File: config.mk
export PLATFORM = sky130hd
export DESIGN_NAME = top_k_ranking_insert
export DESIGN_NICKNAME = d
export VERILOG_FILES = /design/src/hw/rtl/tkri_pkg.sv /design/src/hw/rtl/tkri_ctrl.sv /design/src/hw/rtl/tkri_datapath.sv /design/src/hw/rtl/top_k_ranking_insert.sv
export SDC_FILE = /design/constraint.sdc
export NUM_CORES = 2
export LEC_CHECK = 0
export BUFFER_PORTS_ARGS = -buffer_cell sky130_fd_sc_hd__buf_2
export CORE_ASPECT_RATIO = 1.5
export CORE_MARGIN = 2
export CORE_UTILIZATION = 54
export CTS_BUF_LIST = sky130_fd_sc_hd__clkbuf_8
export DETAILED_ROUTE_END_ITERATION = 12
export HOLD_SLACK_MARGIN = 0.03
export PLACE_DENSITY = 0.79
export SLEW_MARGIN = 20
export SYNTH_ARGS = -nofsm -noshare
export SYNTH_HDL_FRONTEND = slang
export SYNTH_SLANG_ARGS = --single-unit
File: constraint.sdc
create_clock -name clock -period 21.1 [get_ports clock]
set_input_delay 1.055 -clock clock [delete_from_list [all_inputs] [get_ports clock]]
set_output_delay 1.055 -clock clock [all_outputs]
set_load 0.01 [all_outputs]
File: src/hw/rtl/tkri_pkg.sv
// Shared types and constants for the top-k ranking insert block.
// No dependencies; imported by every module of the block.
package tkri_pkg;

   localparam int MAX_RANK_DEF = 16;
   localparam int SCORE_W      = 32;
   localparam int INDEX_W      = 32;
   localparam int RANK_W       = 5;
   localparam int POS_W        = 4;

   localparam logic [RANK_W-1:0] RANK_RESET = 5'd16;

   typedef enum logic [2:0] {
      ST_IDLE,
      ST_COMPARE,
      ST_INSERT,
      ST_LOAD,
      ST_LIST
   } state_type;

   // controller -> datapath
   typedef struct packed {
      logic capture;
      logic compare;
      logic insert;
      logic load;
      logic emit;
   } cmd_type;

   // datapath -> controller
   typedef struct packed {
      logic list_done;
   } status_type;

endpackage

File: src/hw/rtl/tkri_ctrl.sv
// Sequencer for the top-k ranking insert block.
// Depends on tkri_pkg for the state, command and status types.
module tkri_ctrl (
   input  logic                 clock,
   input  logic                 reset,
   input  logic                 start,
   input  tkri_pkg::status_type status,
   output tkri_pkg::cmd_type    cmd,
   output logic                 busy,
   output logic                 rsp_valid
);
   import tkri_pkg::*;

   state_type state_ff;
   state_type state_in;

   always_ff @(posedge clock) begin
      if (reset) begin
         state_ff <= ST_IDLE;
      end else begin
         state_ff <= state_in;
      end
   end

   always_comb begin
      state_in = state_ff;
      unique case (state_ff)
         ST_IDLE: begin
            if (start) state_in = ST_COMPARE;
         end
         ST_COMPARE: state_in = ST_INSERT;
         ST_INSERT:  state_in = ST_LOAD;
         ST_LOAD:    state_in = ST_LIST;
         ST_LIST: begin
            if (status.list_done) state_in = ST_IDLE;
         end
         default:    state_in = ST_IDLE;
      endcase
   end

   always_comb begin
      cmd       = '0;
      busy      = 1'b1;
      rsp_valid = 1'b0;
      unique case (state_ff)
         ST_IDLE: begin
            busy        = 1'b0;
            cmd.capture = start;
         end
         ST_COMPARE: cmd.compare = 1'b1;
         ST_INSERT:  cmd.insert  = 1'b1;
         ST_LOAD:    cmd.load    = 1'b1;
         ST_LIST: begin
            cmd.emit  = 1'b1;
            rsp_valid = 1'b1;
         end
         default: begin
            busy = 1'b1;
         end
      endcase
   end

endmodule

File: src/hw/rtl/tkri_datapath.sv
// Ranking table, insert logic and listing shift line.
// Depends on tkri_pkg; driven by tkri_ctrl through cmd_type / status_type.
module tkri_datapath #(
   parameter int MAX_RANK = tkri_pkg::MAX_RANK_DEF
) (
   input  logic                         clock,
   input  logic                         reset,
   input  tkri_pkg::cmd_type            cmd,
   output tkri_pkg::status_type         status,
   input  logic                         csr_we,
   input  logic [tkri_pkg::RANK_W-1:0]  csr_rank_length,
   input  logic [tkri_pkg::SCORE_W-1:0] req_score,
   input  logic [tkri_pkg::INDEX_W-1:0] req_graph_index,
   output logic [tkri_pkg::POS_W-1:0]   rsp_rank_position,
   output logic [tkri_pkg::INDEX_W-1:0] rsp_ranked_index,
   output logic                         rsp_last
);
   import tkri_pkg::*;

   localparam int LW = $clog2(MAX_RANK + 1);
   localparam int EW = (LW > RANK_W) ? LW : RANK_W;

   logic [RANK_W-1:0]  rank_ff, rank_in;
   logic [LW-1:0]      fill_ff, fill_in;
   logic [LW-1:0]      cnt_ff, cnt_in;
   logic [LW-1:0]      pos_ff, pos_in;
   logic [SCORE_W-1:0] score_ff, score_in;
   logic [INDEX_W-1:0] gidx_ff, gidx_in;
   logic [MAX_RANK-1:0] le_ff, le_in;

   logic [SCORE_W-1:0] kscore_ff [MAX_RANK];
   logic [SCORE_W-1:0] kscore_in [MAX_RANK];
   logic [INDEX_W-1:0] kidx_ff   [MAX_RANK];
   logic [INDEX_W-1:0] kidx_in   [MAX_RANK];
   logic [INDEX_W-1:0] list_ff   [MAX_RANK];
   logic [INDEX_W-1:0] list_in   [MAX_RANK];

   logic [LW-1:0]       eff_len;
   logic [LW-1:0]       limit;
   logic [MAX_RANK-1:0] in_len;
   logic                do_insert;

   // rank_length 0 acts as 1, above MAX_RANK acts as MAX_RANK
   always_comb begin
      if (rank_ff == '0) begin
         eff_len = LW'(1);
      end else if (EW'(rank_ff) > EW'(MAX_RANK)) begin
         eff_len = LW'(MAX_RANK);
      end else begin
         eff_len = LW'(rank_ff);
      end
      limit = (fill_ff < eff_len) ? fill_ff : eff_len;
   end

   // le_ff[i]: entry i is visible and its score <= new score (a prefix mask)
   for (genvar i = 0; i < MAX_RANK; i++) begin : g_cell
      logic prev_le;
      assign in_len[i] = LW'(i) < eff_len;
      assign le_in[i]  = cmd.compare ? ((LW'(i) < limit) && (score_ff >= kscore_ff[i]))
                                     : le_ff[i];
      if (i == 0) begin : g_first
         assign prev_le = 1'b1;
      end else begin : g_rest
         assign prev_le = le_ff[i-1];
      end

      always_comb begin
         kscore_in[i] = kscore_ff[i];
         kidx_in[i]   = kidx_ff[i];
         if (do_insert) begin
            if (prev_le && !le_ff[i]) begin
               kscore_in[i] = score_ff;
               kidx_in[i]   = gidx_ff;
            end else if (!prev_le) begin
               if (i > 0) begin
                  kscore_in[i] = kscore_ff[(i > 0) ? i - 1 : 0];
                  kidx_in[i]   = kidx_ff[(i > 0) ? i - 1 : 0];
               end
            end
         end
      end

      always_comb begin
         list_in[i] = list_ff[i];
         if (cmd.load) begin
            list_in[i] = kidx_ff[i];
         end else if (cmd.emit) begin
            if (i < MAX_RANK - 1) begin
               list_in[i] = list_ff[(i < MAX_RANK - 1) ? i + 1 : i];
            end
         end
      end
   end

   // the pair is kept when some visible-length slot is empty or holds a higher score
   assign do_insert = cmd.insert && |(~le_ff & in_len);

   always_comb begin
      rank_in  = csr_we ? csr_rank_length : rank_ff;
      score_in = cmd.capture ? req_score : score_ff;
      gidx_in  = cmd.capture ? req_graph_index : gidx_ff;
      fill_in  = fill_ff;
      if (do_insert && (fill_ff != LW'(MAX_RANK))) begin
         fill_in = fill_ff + LW'(1);
      end
      cnt_in = cnt_ff;
      pos_in = pos_ff;
      if (cmd.load) begin
         cnt_in = limit;
         pos_in = '0;
      end else if (cmd.emit) begin
         pos_in = pos_ff + LW'(1);
      end
   end

   always_ff @(posedge clock) begin
      if (reset) begin
         rank_ff <= RANK_RESET;
         fill_ff <= '0;
      end else begin
         rank_ff <= rank_in;
         fill_ff <= fill_in;
      end
   end

   always_ff @(posedge clock) begin
      score_ff  <= score_in;
      gidx_ff   <= gidx_in;
      le_ff     <= le_in;
      cnt_ff    <= cnt_in;
      pos_ff    <= pos_in;
      kscore_ff <= kscore_in;
      kidx_ff   <= kidx_in;
      list_ff   <= list_in;
   end

   assign status.list_done  = (pos_ff == cnt_ff - LW'(1));
   assign rsp_rank_position = POS_W'(pos_ff);
   assign rsp_ranked_index  = list_ff[0];
   assign rsp_last          = status.list_done;

endmodule

File: src/hw/rtl/top_k_ranking_insert.sv
// Top-k ranking insert: an accepted item passes through the compare, insert and load
// states; the listing then gives min(fill, effective rank_length) results, one per cycle.
// The block stays busy, and takes no new item, until the listing sweep over the kept
// entries has ended.
// Synchronous reset empties the ranking and sets rank_length to 16.
// Results are strobed on rsp_valid for one cycle each; no back-pressure.
module top_k_ranking_insert #(
   parameter int MAX_RANK = tkri_pkg::MAX_RANK_DEF
) (
   input  logic                         clock,
   input  logic                         reset,
   input  logic                         start,
   output logic                         busy,
   input  logic [tkri_pkg::SCORE_W-1:0] req_score,
   input  logic [tkri_pkg::INDEX_W-1:0] req_graph_index,
   output logic                         rsp_valid,
   output logic [tkri_pkg::POS_W-1:0]   rsp_rank_position,
   output logic [tkri_pkg::INDEX_W-1:0] rsp_ranked_index,
   output logic                         rsp_last,
   input  logic                         csr_valid,
   output logic                         csr_ready,
   input  logic [tkri_pkg::RANK_W-1:0]  csr_rank_length
);
   import tkri_pkg::*;

   cmd_type    cmd;
   status_type status;

   assign csr_ready = !busy;

   tkri_ctrl u_ctrl (
      .clock     (clock),
      .reset     (reset),
      .start     (start),
      .status    (status),
      .cmd       (cmd),
      .busy      (busy),
      .rsp_valid (rsp_valid)
   );

   tkri_datapath #(
      .MAX_RANK (MAX_RANK)
   ) u_datapath (
      .clock             (clock),
      .reset             (reset),
      .cmd               (cmd),
      .status            (status),
      .csr_we            (csr_valid && csr_ready),
      .csr_rank_length   (csr_rank_length),
      .req_score         (req_score),
      .req_graph_index   (req_graph_index),
      .rsp_rank_position (rsp_rank_position),
      .rsp_ranked_index  (rsp_ranked_index),
      .rsp_last          (rsp_last)
   );

endmodule

* After elaboration in Yosys (flattened, before gate mapping)
Index checks and enable logic that the tools add are counted.
** Word-level totals
- Flip-flop bits (word level) :: 1639
- Bits in latches :: 0
- Bits in writable memories :: 0
- Memory bits (read-only) :: 0
- Input port bits :: 73
- Output and inout port bits :: 40
- Word-level logic and storage cells :: 307
- Memories :: 0
** Cells by class
- Add/sub/neg operators :: 3
- Multipliers :: 0
- Divide/modulo/power cells :: 0
- Magnitude comparators :: 50
- Equal/unequal tests :: 23
- Shifts and indexed selects :: 0
- Multiplexer cells :: 102
- Bitwise gates (word level) :: 3
- Reduce and logical (&&, ||, !) cells :: 70
** Operator list (number)
- two-way mux 32 bit :: 90
- greater-or-equal comparator 32 bit :: 16
- less-than comparator 4 x 5 -> 1 bit, first input constant :: 16
- less-than comparator 3 x 5 -> 1 bit, first input constant :: 8
- logical AND 1 bit :: 34
- inequality test 2 bit, second input constant :: 17
- AND reduction 2 bit :: 17
- less-than comparator 1 x 5 -> 1 bit, first input constant :: 4
- less-than comparator 2 x 5 -> 1 bit, first input constant :: 4
- bitwise AND 16 bit :: 1
- inverter 16 bit :: 1
- OR reduction 16 bit :: 1
- logical NOT 1 bit :: 15
- two-way mux 5 bit :: 3
- one-hot mux 3 bit (5 select lines) :: 1
- adder 5 x 1 -> 5 bit, second input constant :: 2
- equality test 3 x 2 -> 1 bit, second input constant :: 2
- two-way mux 1 bit :: 6
- two-way mux 3 bit :: 2
- equality test 5 bit :: 1
- greater-than comparator 5 bit, second input constant :: 1
- logical NOT 5 bit :: 1
- less-than comparator 5 bit :: 1
- inequality test 5 bit, second input constant :: 1
- other kinds (6) :: 6

* Logic depth before layout (Yosys ltp)
- Depth after elaboration :: 8
- Depth in mapped cells :: 12

* By module
Synthesis repeated with hierarchy kept, for this count alone.
** Unflattened totals
- Cell total of the unflattened synthesis :: 5321
- Area, all modules :: 80399.6 µm²
** Modules (own cells, without submodules)
- tkri_datapath :: times used 1, cells an instance 5301, area an instance 80224.4 µm², seq. area each 48977.0 µm²
- tkri_ctrl :: times used 1, cells an instance 18, area an instance 165.2 µm², seq. area each 60.1 µm²
- top_k_ranking_insert :: times used 1, cells an instance 2, area an instance 10.0 µm², seq. area each 0.0 µm²

* Least setup slack after synthesis
OpenSTA, ideal clock, no wires.
- Path type :: register to register
- From :: reg u_ctrl.state_ff[1]
- To :: reg u_datapath.list_ff[100] in the netlist's numbering, enable pin
- Library setup time :: 3439 ps
- Data arrival time :: 9037 ps
- Required time :: 17661 ps
- Setup slack :: 8624 ps
- Cell stages (with the launch flop) :: 6
- Period minus slack after synthesis :: 12476 ps
- Cell sequence :: dfxtp_1 > clkbuf_1 > nand3b_1 > clkbuf_1 > clkbuf_1 > nand2_1
** On the way
- Longest elaborated chain between the ends :: 3
- Elaborated cells on any way between the ends :: 5
- Classes of those cells :: eq/ne (2); mux (2); reduce/logical (1)
** Ends and longest elaborated chain
- from (decl) :: RTL line tkri_ctrl.sv:14 : state_type state_ff;
- from (signal assigned) :: RTL line tkri_ctrl.sv:21 : state_ff <= state_in;
- equality test 3 bit / equality test 3 x 2 -> 1 bit (equally long branches) :: RTL line tkri_ctrl.sv:45 : unique case (state_ff)
- two-way mux 1 bit :: RTL line tkri_ctrl.sv:45
- nonzero test 2 bit (no source line) (*)
- to (signal assigned) :: RTL line tkri_datapath.sv:134 : list_ff <= list_in;
- to (decl) :: RTL line tkri_datapath.sv:35 : logic [INDEX_W-1:0] list_ff [MAX_RANK];
Every way passes the cells marked *; elsewhere a longest branch is shown, timed or not.
A chain may end at the register's enable or synchronous reset.

* Final worst setup path
- From :: reg u_datapath.le_ff[6]
- To :: reg u_datapath.kscore_ff[306] in the netlist's numbering, enable pin
** On the way
- Longest elaborated chain between the ends :: 5
- Elaborated cells on any way between the ends :: 8
- Classes of those cells :: eq/ne (1); bitwise (2); reduce/logical (5)
** Ends and longest elaborated chain
- from (decl) :: RTL line tkri_datapath.sv:29 : logic [MAX_RANK-1:0] le_ff, le_in;
- from (signal assigned) :: RTL line tkri_datapath.sv:129 : le_ff <= le_in;
- inverter 16 bit :: RTL line tkri_datapath.sv:96 : assign do_insert = cmd.insert && |(~le_ff & in_len);
- bitwise AND 16 bit :: RTL line tkri_datapath.sv:96
- OR reduction 16 bit :: RTL line tkri_datapath.sv:96
- logical AND 1 bit :: RTL line tkri_datapath.sv:96
- AND reduction 2 bit (no source line) (*)
- to (signal assigned) :: RTL line tkri_datapath.sv:132 : kscore_ff <= kscore_in;
- to (decl) :: RTL line tkri_datapath.sv:31 : logic [SCORE_W-1:0] kscore_ff [MAX_RANK];
Marks and branches as above.

==> metrics.txt <==
die height=about 480 um; initial antenna violation count=3; Vias=between 50000 and 60000; Mapped Cells=6400; Reg area=0.04904 mm^2; Max-Cap Viols=0; FF+latch count, synth=1639; Total Wirelength=191.8 mm; Final Wtd Congestion=between 0.8 and 0.9; area of the multi-input gates=roughly 0.028 mm^2; syn avg cell area=between 10 and 15 um^2; Ports=approximately 110; Slew headroom=between 10% and 20%; most frequent cells in the layout=1621 x edfxtp_1, 1603 x nand2_1, 889 x mux2_2; Rows=about 170; final hold viol count=0; Setup TNS=0 ns; hold_buf cts=0; mapped cell area=roughly 0.080 mm^2; die width=~320 um; post-DR wirelength/cell=22.23 um; crit end category=flop; status=finished clean; DRC=0; commonest non-fill, non-tap cell in the layout=edfxtp_1; Post-synth EDFFs=1621; TritonCTS clock tree=yes; placed cell count=a little over 8000; H-tree Lvls=4; CORE AREA=0.1478 mm^2; Peak VDD IR=0.07131 mV; GRT Total Usage=around a quarter; HP Class=input port to flop; Inserted Clock Buffers=about 240; fin cells=approximately 8600; Leak=approximately 35 nW; HPWL reported at the end of detailed placement=about 120 mm; Final period util=a little under a quarter; fraction of registers with async set/reset=0%; starting density of the core=between 50% and 60%; Worst Skew=0.06756 ns; clock-pin slew on the worst setup and hold paths=about 0.070 ns; sequential share of the synthesized area=about three fifths; Root Buffer Master=clkbuf_8; vias per cell=between 5 and 6; DIE AREA=roughly 0.15 mm^2; CP Launch Type=flop; net total in the final layout=a little over 7000; CTS max path bufs=3; Critical Path RT=21.68 ns; 1st-iter DRT viols=roughly 4200; pin count of the biggest net entering global routing=about 230; Yosys cell types=62; Worst-Margin Slew=1.262 ns; vias in the first global route=around 52000; overall power=between 0.007 and 0.008 W; area grow syn2layout=8.633%; first-pass GRT wire length=approximately 300 mm; CTS sink count=around 1600; post-CTS sizing=0; total congestion overflow=0; RSZ-0062 raised after global routing=false; WS Path Type=flop to flop; crit path DAT=around 5.4 ns; syn nets=around 7000; Slew Limit Fails=0; Cell Pwr Density=~85 mW/mm^2; Final setup viols=0; setup bufs post-CTS=0; f_max=a little over 200 MHz; Top FF cell, synth=edfxtp_1; layout cells sized above 1=between 20% and 30%; warnings from Yosys=0; Tmin final=about 4.8 ns; clk_lat worst skew=1.00 ns; filler instances=between 10000 and 15000; DRT antenna net count=0; Critical Path Fanout Max=41; IO Port Bufs=around 110; TritonRoute pass-1 iters=5
[stage by stage]
step                      utilization (%)  hold WS, ns  setup WS [ns]  area, um^2
after CTS                           58.97       0.1183          16.27       87190
final                               59.00       0.2307          16.28       87230
after global placement              56.07       0.4006          16.40       82890
after global routing                59.00       0.1592          16.12       87220
after floorplan                         -       0.4003          8.624       80290
after detailed placement            56.07       0.4045          16.25       82890
[state kept, by name (all words and copies together) (netlist names)]
register                     cells
u_datapath.list_ff             480
u_ctrl.state_ff                  3
u_datapath.kidx_ff             512
u_datapath.cnt_ff                5
u_datapath.gidx_ff              32
u_datapath.rank_ff               5
u_datapath.le_ff                16
u_datapath.fill_ff               5
u_datapath.score_ff             32
u_datapath.rsp_ranked_index     32
u_datapath.pos_ff                5
u_datapath.kscore_ff           512
[where the power goes]
part	internal, W	total, W	switching, W
combinational	0.000387	0.00102	0.000631
sequential	0.00388	0.00400	0.000126
clock	0.00110	0.00238	0.00127
total	0.00537	0.00740	0.00203
[worst paths after layout]
check / slack (ns) / depth (start not counted) / endpoint / from
worst max-delay path: 16.28 / 7 / u_datapath.kscore_ff[306] / u_datapath.le_ff[6]
worst min-delay path: 0.23 / 1 / u_datapath.score_ff[14] / req_score[14]
worst max register to register: 16.28 / 7 / u_datapath.kscore_ff[306] / u_datapath.le_ff[6]
worst min register to register: 0.41 / 0 / u_datapath.list_ff[1] / u_datapath.kidx_ff[1]
[per-layer routing]
layer | global-route usage (%) | wire (um) | up-vias
met3 | 3.589 | 9860 | 489
met2 | 45.75 | 101500 | 1603
met4 | 13.79 | 10630 | 0
met1 | 27.39 | 69820 | 24986
met5 | 0 | 0 | -
li1 | - | - | 22977
[synthesized netlist by cell type (all sizes together), types with 2 or more instances]
cell type	number	area (um^2)
a41oi	5	43.79
nand3b	5	41.29
o211a	3	30.03
a21o	124	930.9
o21a	9	67.56
o22ai	3	18.77
xnor2	6	52.55
nor2b	22	145.1
nor3	22	121.4
and3	2	12.51
o21ai	178	890.9
nand4	88	550.5
inv	512	1922
a21oi	186	942.2
mux2i	11	113.9
a31oi	4	25.02
nand2	1604	6021
a2111oi	15	137.6
clkbuf	273	1025
buf	58	374.1
o211ai	6	50.05
mux2	890	10020
nor4	16	100.1
xor2	4	35.03
nor2	97	364.1
edfxtp	1621	48680
a22oi	4	30.03
o31ai	12	90.09
nand3	4	20.02
a211o	4	35.03
and2	3	18.77
a211oi	35	267.8
ha	520	6506
nand2b	23	143.9
dfxtp	18	360.4
[final cells by class]
type	instances	share of cell area [%]
Antenna cell	3	0.008607
Tap cell	1925	2.761
Multi-Input combinational cell	3917	32.39
Sequential cell	1639	56.22
Clock inverter	192	1.168
Timing Repair Buffer	203	1.482
Inverter	513	2.216
Clock buffer	238	3.755
[cell families (layout without fill, tap and decap cells)]
kind of cell	after synthesis	in the layout	share of synthesized area [%]
XOR/XNOR	10	10	0.1091
AO/OA/AOI/OAI	593	593	4.492
flip-flops	1639	1639	61.07
other	0	3	0
adder cells (fa/ha/maj)	520	520	8.103
multiplexers	901	901	12.62
buffers and inverters	844	1146	4.140
AND/OR/NAND/NOR	1893	1893	9.460
[critical path, stage by stage (launching register included)]
cell and delay, ns:
edfxtp_1 0.58, and2_1 0.33, a41oi_1 0.24, a2111oi_0 0.09
o2111a_2 0.25, nand3b_2 0.83, a21oi_4 1.14, buf_4 0.81
(Power assumes the default switching activity.)
